==> config.mk <==
export PLATFORM = sky130hd
export DESIGN_NAME = tumbling_window_stats
export DESIGN_NICKNAME = d
export VERILOG_FILES = /design/src/sv/twstat_pkg.sv /design/src/sv/twstat_divider.sv /design/src/sv/twstat_accum.sv /design/src/sv/tumbling_window_stats.sv
export VERILOG_INCLUDE_DIRS = /design/src /design/src/sv
export SDC_FILE = /design/constraint.sdc
export NUM_CORES = 1
export LEC_CHECK = 0
export BUFFER_PORTS_ARGS = -buffer_cell sky130_fd_sc_hd__clkbuf_2
export CORE_MARGIN = 2
export CORE_UTILIZATION = 35
export DETAILED_ROUTE_END_ITERATION = 8
export SLEW_MARGIN = 20
export SYNTH_ARGS = -nofsm -noshare
export SYNTH_HDL_FRONTEND = slang
export SYNTH_SLANG_ARGS = --single-unit
==> constraint.sdc <==
create_clock -name clk -period 14 [get_ports clk]
set_clock_uncertainty 0.15 [all_clocks]
set_input_delay 2.8 -clock clk [delete_from_list [all_inputs] [get_ports clk]]
set_output_delay 2.8 -clock clk [all_outputs]
set_load 0.1 [all_outputs]
==> src/sv/assert_macros.svh <==
// assertion macros shared by the tumbling window statistics rtl
`ifndef ASSERT_MACROS_SVH
`define ASSERT_MACROS_SVH

// cond holds in a cycle -> expr holds in the same cycle
`define ASSERT_IMPLIES(name, cond, expr) \
    name: assert property (@(posedge clk) disable iff (!rst_n) (cond) |-> (expr)) \
        else $error("assertion failed: same-cycle implication");

// cond holds in a cycle -> expr holds in the next cycle
`define ASSERT_NEXT(name, cond, expr) \
    name: assert property (@(posedge clk) disable iff (!rst_n) (cond) |=> (expr)) \
        else $error("assertion failed: next-cycle implication");

`endif

==> src/sv/twstat_pkg.sv <==
// shared types and constants of the tumbling window statistics block
package twstat_pkg;

    localparam int SAMPLE_BITS = 32;
    localparam int TIME_BITS   = 48;
    localparam int COUNT_BITS  = 32;
    localparam int SUM_BITS    = 64;
    localparam int LEN_BITS    = 32;
    localparam int AVG_BITS    = 32;

    localparam logic [LEN_BITS-1:0] WINDOW_LEN_RESET = LEN_BITS'(1000);

    // input request
    typedef struct packed {
        logic [TIME_BITS-1:0]          timestamp_ms;
        logic signed [SAMPLE_BITS-1:0] sample_value;
    } twstat_in_t;

    // result request
    typedef struct packed {
        logic                          window_ready;
        logic [COUNT_BITS-1:0]         sample_count;
        logic signed [AVG_BITS-1:0]    average;
        logic signed [SAMPLE_BITS-1:0] minimum;
        logic signed [SAMPLE_BITS-1:0] maximum;
    } twstat_out_t;

    // sequencer strobes into the accumulator
    typedef struct packed {
        logic update;
        logic check;
    } twstat_ctrl_t;

    // running window statistics
    typedef struct packed {
        logic                          window_done;
        logic [COUNT_BITS-1:0]         count;
        logic signed [SUM_BITS-1:0]    sum;
        logic signed [SAMPLE_BITS-1:0] min;
        logic signed [SAMPLE_BITS-1:0] max;
    } twstat_stats_t;

endpackage

==> src/sv/twstat_divider.sv <==
// shared restoring divider: signed sum over unsigned count, saturated to 32 bits
module twstat_divider (
    input  logic                                      clk,
    input  logic                                      rst_n,
    input  logic                                      start,
    input  logic signed [twstat_pkg::SUM_BITS-1:0]    dividend,
    input  logic [twstat_pkg::COUNT_BITS-1:0]         divisor,
    output logic                                      done,
    output logic signed [twstat_pkg::AVG_BITS-1:0]    quotient
);
    import twstat_pkg::*;

    `include "assert_macros.svh"

    localparam int HALF_BITS = SUM_BITS / 2;
    localparam int CNT_BITS  = $clog2(HALF_BITS);
    localparam logic [CNT_BITS-1:0] CNT_LAST = CNT_BITS'(HALF_BITS - 1);
    localparam logic signed [AVG_BITS-1:0] AVG_MAX = {1'b0, {(AVG_BITS-1){1'b1}}};
    localparam logic signed [AVG_BITS-1:0] AVG_MIN = {1'b1, {(AVG_BITS-1){1'b0}}};

    typedef enum logic [3:0] {
        DV_IDLE = 4'b0001,
        DV_LOAD = 4'b0010,
        DV_ITER = 4'b0100,
        DV_DONE = 4'b1000
    } dv_state_t;

    dv_state_t             state_reg, state_next;
    logic [CNT_BITS-1:0]   cnt_reg, cnt_next;
    logic                  neg_reg, neg_next;
    logic                  sat_reg, sat_next;
    logic [HALF_BITS-1:0]  rem_reg, rem_next;
    logic [HALF_BITS-1:0]  quo_reg, quo_next;
    logic [COUNT_BITS-1:0] divisor_reg, divisor_next;

    logic [SUM_BITS-1:0]   mag;
    logic [HALF_BITS:0]    trial;
    logic [HALF_BITS:0]    trial_diff;
    logic                  trial_ge;
    logic                  big;

    // magnitude of the dividend
    always_comb
    begin
        if (dividend[SUM_BITS-1])
            mag = ~dividend + 1'b1;
        else
            mag = dividend;
    end

    // one quotient bit per step
    always_comb
    begin
        trial      = {rem_reg, quo_reg[HALF_BITS-1]};
        trial_diff = trial - {{(HALF_BITS+1-COUNT_BITS){1'b0}}, divisor_reg};
        trial_ge   = trial >= {{(HALF_BITS+1-COUNT_BITS){1'b0}}, divisor_reg};
    end

    // sequencer
    always_comb
    begin
        state_next   = state_reg;
        cnt_next     = cnt_reg;
        neg_next     = neg_reg;
        sat_next     = sat_reg;
        rem_next     = rem_reg;
        quo_next     = quo_reg;
        divisor_next = divisor_reg;
        unique case (state_reg)
            DV_IDLE:
            begin
                if (start)
                begin
                    neg_next     = dividend[SUM_BITS-1];
                    rem_next     = mag[SUM_BITS-1:HALF_BITS];
                    quo_next     = mag[HALF_BITS-1:0];
                    divisor_next = divisor;
                    state_next   = DV_LOAD;
                end
            end
            DV_LOAD:
            begin
                // upper half not below the divisor means quotient past 32 bits
                sat_next = rem_reg >= HALF_BITS'(divisor_reg);
                cnt_next = '0;
                if (rem_reg >= HALF_BITS'(divisor_reg))
                    state_next = DV_DONE;
                else
                    state_next = DV_ITER;
            end
            DV_ITER:
            begin
                rem_next = trial_ge ? trial_diff[HALF_BITS-1:0] : trial[HALF_BITS-1:0];
                quo_next = {quo_reg[HALF_BITS-2:0], trial_ge};
                cnt_next = cnt_reg + 1'b1;
                if (cnt_reg == CNT_LAST)
                    state_next = DV_DONE;
            end
            DV_DONE:
            begin
                state_next = DV_IDLE;
            end
            default:
            begin
                state_next = DV_IDLE;
            end
        endcase
    end

    // control registers
    always_ff @(posedge clk or negedge rst_n)
    begin
        if (!rst_n)
        begin
            state_reg <= DV_IDLE;
            cnt_reg   <= '0;
            sat_reg   <= 1'b0;
        end
        else
        begin
            state_reg <= state_next;
            cnt_reg   <= cnt_next;
            sat_reg   <= sat_next;
        end
    end

    // datapath registers
    always_ff @(posedge clk)
    begin
        neg_reg     <= neg_next;
        rem_reg     <= rem_next;
        quo_reg     <= quo_next;
        divisor_reg <= divisor_next;
    end

    // signed, saturated result
    always_comb
    begin
        big = sat_reg || quo_reg[HALF_BITS-1];
        if (big)
            quotient = neg_reg ? AVG_MIN : AVG_MAX;
        else if (neg_reg)
            quotient = AVG_BITS'(~quo_reg + 1'b1);
        else
            quotient = AVG_BITS'(quo_reg);
    end

    assign done = (state_reg == DV_DONE);

    `ASSERT_IMPLIES(a_start_when_idle, start, state_reg == DV_IDLE)
    `ASSERT_IMPLIES(a_divisor_nonzero, state_reg == DV_LOAD, divisor_reg != '0)
    `ASSERT_IMPLIES(a_rem_below_divisor, state_reg == DV_ITER,
                    rem_reg < HALF_BITS'(divisor_reg))

endmodule

==> src/sv/twstat_accum.sv <==
// window state: start time, count, saturating sum, min, max and completion
module twstat_accum (
    input  logic                                clk,
    input  logic                                rst_n,
    input  twstat_pkg::twstat_ctrl_t            ctrl,
    input  twstat_pkg::twstat_in_t              sample,
    input  logic [twstat_pkg::LEN_BITS-1:0]     window_len,
    output twstat_pkg::twstat_stats_t           stats
);
    import twstat_pkg::*;

    localparam logic signed [SUM_BITS-1:0] SUM_MAX = {1'b0, {(SUM_BITS-1){1'b1}}};
    localparam logic signed [SUM_BITS-1:0] SUM_MIN = {1'b1, {(SUM_BITS-1){1'b0}}};

    logic [TIME_BITS-1:0]          start_reg, start_next;
    logic [COUNT_BITS-1:0]         count_reg, count_next;
    logic signed [SUM_BITS-1:0]    sum_reg, sum_next;
    logic signed [SAMPLE_BITS-1:0] min_reg, min_next;
    logic signed [SAMPLE_BITS-1:0] max_reg, max_next;
    logic                          has_reg, has_next;
    logic                          done_reg, done_next;

    logic signed [SAMPLE_BITS-1:0] sv;
    logic signed [SUM_BITS-1:0]    sv_ext;
    logic signed [SUM_BITS-1:0]    sum_add;
    logic                          sum_ovf;
    logic signed [SUM_BITS-1:0]    sum_sat;
    logic [TIME_BITS:0]            elapsed;
    logic                          reached;

    // saturating sum
    always_comb
    begin
        sv      = sample.sample_value;
        sv_ext  = {{(SUM_BITS-SAMPLE_BITS){sv[SAMPLE_BITS-1]}}, sv};
        sum_add = sum_reg + sv_ext;
        sum_ovf = (sum_reg[SUM_BITS-1] == sv_ext[SUM_BITS-1])
                  && (sum_add[SUM_BITS-1] != sum_reg[SUM_BITS-1]);
        if (sum_ovf)
            sum_sat = sum_reg[SUM_BITS-1] ? SUM_MIN : SUM_MAX;
        else
            sum_sat = sum_add;
    end

    // elapsed time since window start, borrow marks an earlier timestamp
    always_comb
    begin
        elapsed = {1'b0, sample.timestamp_ms} - {1'b0, start_reg};
        reached = !elapsed[TIME_BITS]
                  && (elapsed[TIME_BITS-1:0]
                      >= {{(TIME_BITS-LEN_BITS){1'b0}}, window_len});
    end

    // next state
    always_comb
    begin
        start_next = start_reg;
        count_next = count_reg;
        sum_next   = sum_reg;
        min_next   = min_reg;
        max_next   = max_reg;
        has_next   = has_reg;
        done_next  = done_reg;
        if (ctrl.update)
        begin
            if (done_reg || !has_reg)
            begin
                // fresh window: clear and take the first sample
                start_next = sample.timestamp_ms;
                count_next = COUNT_BITS'(1);
                sum_next   = sv_ext;
                min_next   = sv;
                max_next   = sv;
                has_next   = 1'b1;
            end
            else
            begin
                if (count_reg != '1)
                    count_next = count_reg + 1'b1;
                sum_next = sum_sat;
                if (sv > max_reg)
                    max_next = sv;
                if (sv < min_reg)
                    min_next = sv;
            end
        end
        if (ctrl.check)
            done_next = reached;
    end

    // state registers
    always_ff @(posedge clk or negedge rst_n)
    begin
        if (!rst_n)
        begin
            start_reg <= '0;
            count_reg <= '0;
            sum_reg   <= '0;
            min_reg   <= '0;
            max_reg   <= '0;
            has_reg   <= 1'b0;
            done_reg  <= 1'b0;
        end
        else
        begin
            start_reg <= start_next;
            count_reg <= count_next;
            sum_reg   <= sum_next;
            min_reg   <= min_next;
            max_reg   <= max_next;
            has_reg   <= has_next;
            done_reg  <= done_next;
        end
    end

    assign stats.window_done = done_reg;
    assign stats.count       = count_reg;
    assign stats.sum         = sum_reg;
    assign stats.min         = min_reg;
    assign stats.max         = max_reg;

endmodule

==> src/sv/tumbling_window_stats.sv <==
// top level: sequencer, config register and result register of the window statistics
//
//  channel   direction  handshake              payload
//  sample    in         sample_valid/stall     twstat_in_t  (timestamp, Q16.16 value)
//  result    out        result_valid/stall     twstat_out_t (ready, count, avg, min, max)
//  cfg       in         cfg_valid/cfg_ready    window length in ms
//
// a request runs from acceptance to its result through an update, a window check that
// also starts the divider, a divider setup step, 32 restoring-division steps for the
// average (skipped when the quotient saturates), a done step and an output load; the
// next request is taken the cycle after the result register is loaded. reset clears
// all window state, the window length returns to 1000 ms. a stalled result holds the
// last step until the register frees.
module tumbling_window_stats (
    input  logic                                clk,
    input  logic                                rst_n,
    input  logic                                sample_valid,
    output logic                                sample_stall,
    input  twstat_pkg::twstat_in_t              sample,
    output logic                                result_valid,
    input  logic                                result_stall,
    output twstat_pkg::twstat_out_t             result,
    input  logic                                cfg_valid,
    output logic                                cfg_ready,
    input  logic [twstat_pkg::LEN_BITS-1:0]     cfg_data
);
    import twstat_pkg::*;

    `include "assert_macros.svh"

    typedef enum logic [4:0] {
        ST_IDLE   = 5'b00001,
        ST_UPDATE = 5'b00010,
        ST_CHECK  = 5'b00100,
        ST_DIV    = 5'b01000,
        ST_OUT    = 5'b10000
    } st_state_t;

    st_state_t             state_reg, state_next;
    logic [LEN_BITS-1:0]   window_len_reg, window_len_next;
    twstat_in_t            sample_reg, sample_next;
    logic                  result_valid_reg, result_valid_next;
    twstat_out_t           result_reg, result_next;

    twstat_ctrl_t          ctrl;
    twstat_stats_t         stats;
    logic                  div_start;
    logic                  div_done;
    logic signed [AVG_BITS-1:0] div_quotient;
    logic                  accept;
    logic                  out_free;

    // handshakes
    assign sample_stall = (state_reg != ST_IDLE);
    assign accept       = sample_valid && !sample_stall;
    assign cfg_ready    = 1'b1;
    assign out_free     = !result_valid_reg || !result_stall;

    // accumulator and shared divider
    twstat_accum u_accum (
        .clk        (clk),
        .rst_n      (rst_n),
        .ctrl       (ctrl),
        .sample     (sample_reg),
        .window_len (window_len_reg),
        .stats      (stats)
    );

    twstat_divider u_divider (
        .clk      (clk),
        .rst_n    (rst_n),
        .start    (div_start),
        .dividend (stats.sum),
        .divisor  (stats.count),
        .done     (div_done),
        .quotient (div_quotient)
    );

    // sequencer
    always_comb
    begin
        state_next        = state_reg;
        sample_next       = sample_reg;
        result_next       = result_reg;
        result_valid_next = result_valid_reg;
        ctrl.update       = 1'b0;
        ctrl.check        = 1'b0;
        div_start         = 1'b0;

        if (result_valid_reg && !result_stall)
            result_valid_next = 1'b0;

        unique case (state_reg)
            ST_IDLE:
            begin
                if (accept)
                begin
                    sample_next = sample;
                    state_next  = ST_UPDATE;
                end
            end
            ST_UPDATE:
            begin
                ctrl.update = 1'b1;
                state_next  = ST_CHECK;
            end
            ST_CHECK:
            begin
                ctrl.check = 1'b1;
                div_start  = 1'b1;
                state_next = ST_DIV;
            end
            ST_DIV:
            begin
                if (div_done)
                    state_next = ST_OUT;
            end
            ST_OUT:
            begin
                if (out_free)
                begin
                    result_next.window_ready = stats.window_done;
                    result_next.sample_count = stats.count;
                    result_next.average      = div_quotient;
                    result_next.minimum      = stats.min;
                    result_next.maximum      = stats.max;
                    result_valid_next        = 1'b1;
                    state_next               = ST_IDLE;
                end
            end
            default:
            begin
                state_next = ST_IDLE;
            end
        endcase
    end

    // config register
    always_comb
    begin
        window_len_next = window_len_reg;
        if (cfg_valid && cfg_ready)
            window_len_next = cfg_data;
    end

    // control registers
    always_ff @(posedge clk or negedge rst_n)
    begin
        if (!rst_n)
        begin
            state_reg        <= ST_IDLE;
            window_len_reg   <= WINDOW_LEN_RESET;
            result_valid_reg <= 1'b0;
        end
        else
        begin
            state_reg        <= state_next;
            window_len_reg   <= window_len_next;
            result_valid_reg <= result_valid_next;
        end
    end

    // payload registers
    always_ff @(posedge clk)
    begin
        sample_reg <= sample_next;
        result_reg <= result_next;
    end

    assign result_valid = result_valid_reg;
    assign result       = result_reg;

    `ASSERT_IMPLIES(a_div_done_while_waiting, div_done, state_reg == ST_DIV)
    `ASSERT_IMPLIES(a_div_count_nonzero, div_start, stats.count != '0)
    `ASSERT_NEXT(a_result_loaded, (state_reg == ST_OUT) && out_free,
                 result_valid && (state_reg == ST_IDLE))

endmodule
==> metrics.txt <==
status finished, final reports clean; number of cells on the worst reg-to-reg path 20; PD cells between 200 and 250 nW/um2; relative slew slack roughly 39%; IO Port Bufs around 250; die height ~320 um; Initial Util 35.29%; crit path launch type register; hold_buf cts 0; most numerous cell in the Yosys netlist nand2_1; pre-CTS WS around 8.7 ns; Core Area around 97,000 um2; CP Class register to register; Post-CTS Resized 0; crit path capture type register; Max Slew Vio Count 0; setup slack after layout just under 9 ns; sequential share of the synthesized area a little under half; total track usage 17.80%; gr ovfl total 0; Die W 316.2 um; Yosys top cell area share between 20% and 30%; vias in the first global route around 25,000; nets@finish between 4,000 and 5,000; # H-tree levels 3; Total Power between 8 and 9 mW; most used flip-flop cell after synthesis edfxtp_1; crit path DAT between 5 and 6 ns; syn nets just under 4,000; Area contributors post-synth edfxtp_1 (27%), dfrtp_1 (18%), ha_1 (10%); FF+latch count, synth 564; Final min period slightly above 5 ns; CTS tree done; layout cell share with drive strength beyond 1 a little over an eighth; final worst path period share 36.55%; Hold Crit Class register to register; synthesized area 34,120 um2; YS warnings 0; final wirelength 90,030 um; number of setup violations in the final report 0; clk slew on worst S/H paths around 0.060 ns; largest net degree at the start of global routing 95; wire per inst roughly 18 um; placed instance count 4,886; Row Count approximately 110; Vias/cell about 5.2; max_cap viols 0; DR vias between 20,000 and 30,000; DRC Markers 0; DRT iter0 DRCs 2,084; Non-Filler Instances approximately 5,000; die footprint ~100,000 um2; Root Buffer clkbuf_16; worst skew pair latency roughly 0.64 ns; Avg Inst Size Synth ~9.9 um2; Achievable Freq 195.4 MHz; DPL Wire Length ~67,000 um; gpl congestion slightly below 0.9; actual slew at the worst max-slew pin around 0.92 ns; clock sinks 564; Final Hold Fails 0; Cell variety after synth 94; Detail Route Antenna Nets 0; IO Count 249; post-CTS setup buffers 0; Req. time, crit path between 10 and 15 ns; Crit Path Max Fanout 4; Yosys top cell by area edfxtp_1; Pleak roughly 16 nW; Post-synth ARST share around 46%; flip-flop count of the largest register after layout about 130; clock buffer depth 3; drt pass-1 iters 5; number of flops mapped to enable cells by yosys 306; CTS Buf Count 67; Post-Syn Instances around 3,500; RSZ-0062 raised after global routing false; Area growth syn-to-layout 14.38%; synth cell count leaders nand2_1 (364), edfxtp_1 (306), nor2_1 (282), ha_1 (275), o21ai_0 (254); initial antenna violation count 5; first-pass GRT wire length 141,100 um; worst vdd ir approximately 0.00014 V; Setup TNS Final 0 ns; hold path cells 0
## metal layers
layer,part of all wire [%],vias to the layer above,routed length (um),track usage (%)
met5,0,-,0,0
met4,2.5,0,2294,5.167
met3,5.0,118,4532,2.695
met2,45,629,40200,27.80
met1,48,12490,43000,25.55
li1,-,13020,-,-
## path summary, 6_finish.rpt
path                                          start                    end  slack, ns
worst min register to register  u_accum.min_reg[11]             result[43]       0.31
max in group asynchronous                     rst_n  u_accum.count_reg[20]      10.25
worst max register to register       sample_reg[33]       u_accum.done_reg       8.88
min in group asynchronous                     rst_n    u_accum.sum_reg[10]       2.05
worst max-delay path                 sample_reg[33]       u_accum.done_reg       8.88
worst min-delay path            u_accum.min_reg[11]             result[43]       0.31
## layout make-up
type,count,area (um2)
fill,9547,57680
multi-input combinational,2538,17170
sequential,564,15660
clock buffer,90,1864
tap,1276,1597
timing repair buffer,275,1476
inverter,233,874.6
clock inverter,32,389.1
antenna,1,2.502
## cell families (layout without fill, tap and decap cells)
family          after synthesis  in the layout  synth area share, %
xor+xnor                    213            213                5.467
simple gates               1019           1019                14.20
buf+inv                     359            630                4.008
mux                          96             96                3.058
flops                       564            564                45.88
other cells                   1              2              0.01099
compound gates              931            931                17.12
fa+ha+maj                   278            278                10.26
## cells in the final DEF, fill, tap and decap left out, drive strengths merged, types with 24 or more instances in the layout
| cell type | n |
|---|---|
| nand4 | 63 |
| ha | 275 |
| or3 | 36 |
| nor3 | 47 |
| o21bai | 24 |
| o21ai | 259 |
| a31oi | 54 |
| a21oi | 249 |
| mux2i | 30 |
| nor2b | 37 |
| o21a | 33 |
| edfxtp | 306 |
| a21o | 113 |
| dfrtp | 250 |
| nor2 | 283 |
| nand3 | 48 |
| buf | 29 |
| nand2b | 35 |
| o31ai | 35 |
| nand2 | 365 |
| clkbuf | 336 |
| inv | 238 |
| xnor2 | 106 |
| mux2 | 66 |
| xor2 | 107 |
## worst max-delay path, stage by stage, from the launching register on
cell and delay, ns:
edfxtp_1 0.41, ha_1 0.31, nor2b_1 0.14, o31a_1 0.27, o32ai_1 0.52, o21a_1 0.32
nor2_1 0.13, a31oi_1 0.31, o21ai_0 0.17, xor2_1 0.16, ha_1 0.30, nand4_1 0.10
nor2_1 0.06, a211oi_1 0.26, o211ai_1 0.13, a2111oi_0 0.41, o2111ai_1 0.17, nor4_1 0.26
nand4_1 0.11, and4b_1 0.26, nor2_1 0.05
## metrics by stage
stage	instance area, um2	hold WS [ns]	util (%)
2_1_floorplan	34120	0.2749	-
6_report	39030	0.3104	40.36
3_5_place_dp	36770	0.3032	38.02
5_1_grt	39030	0.3225	40.36
3_3_place_gp	36740	0.2976	37.99
4_1_cts	39020	0.3104	40.35
## power by group
part           total (mW)  leakage, nW  switching [mW]  internal [mW]
Clock                1.79         1.10           0.718           1.07
Combinational        3.80         9.28            2.22           1.59
Sequential           2.59         6.09           0.403           2.19
Total                8.19         16.5            3.34           4.85
No activity file was read; power rests on OpenSTA's default activity.
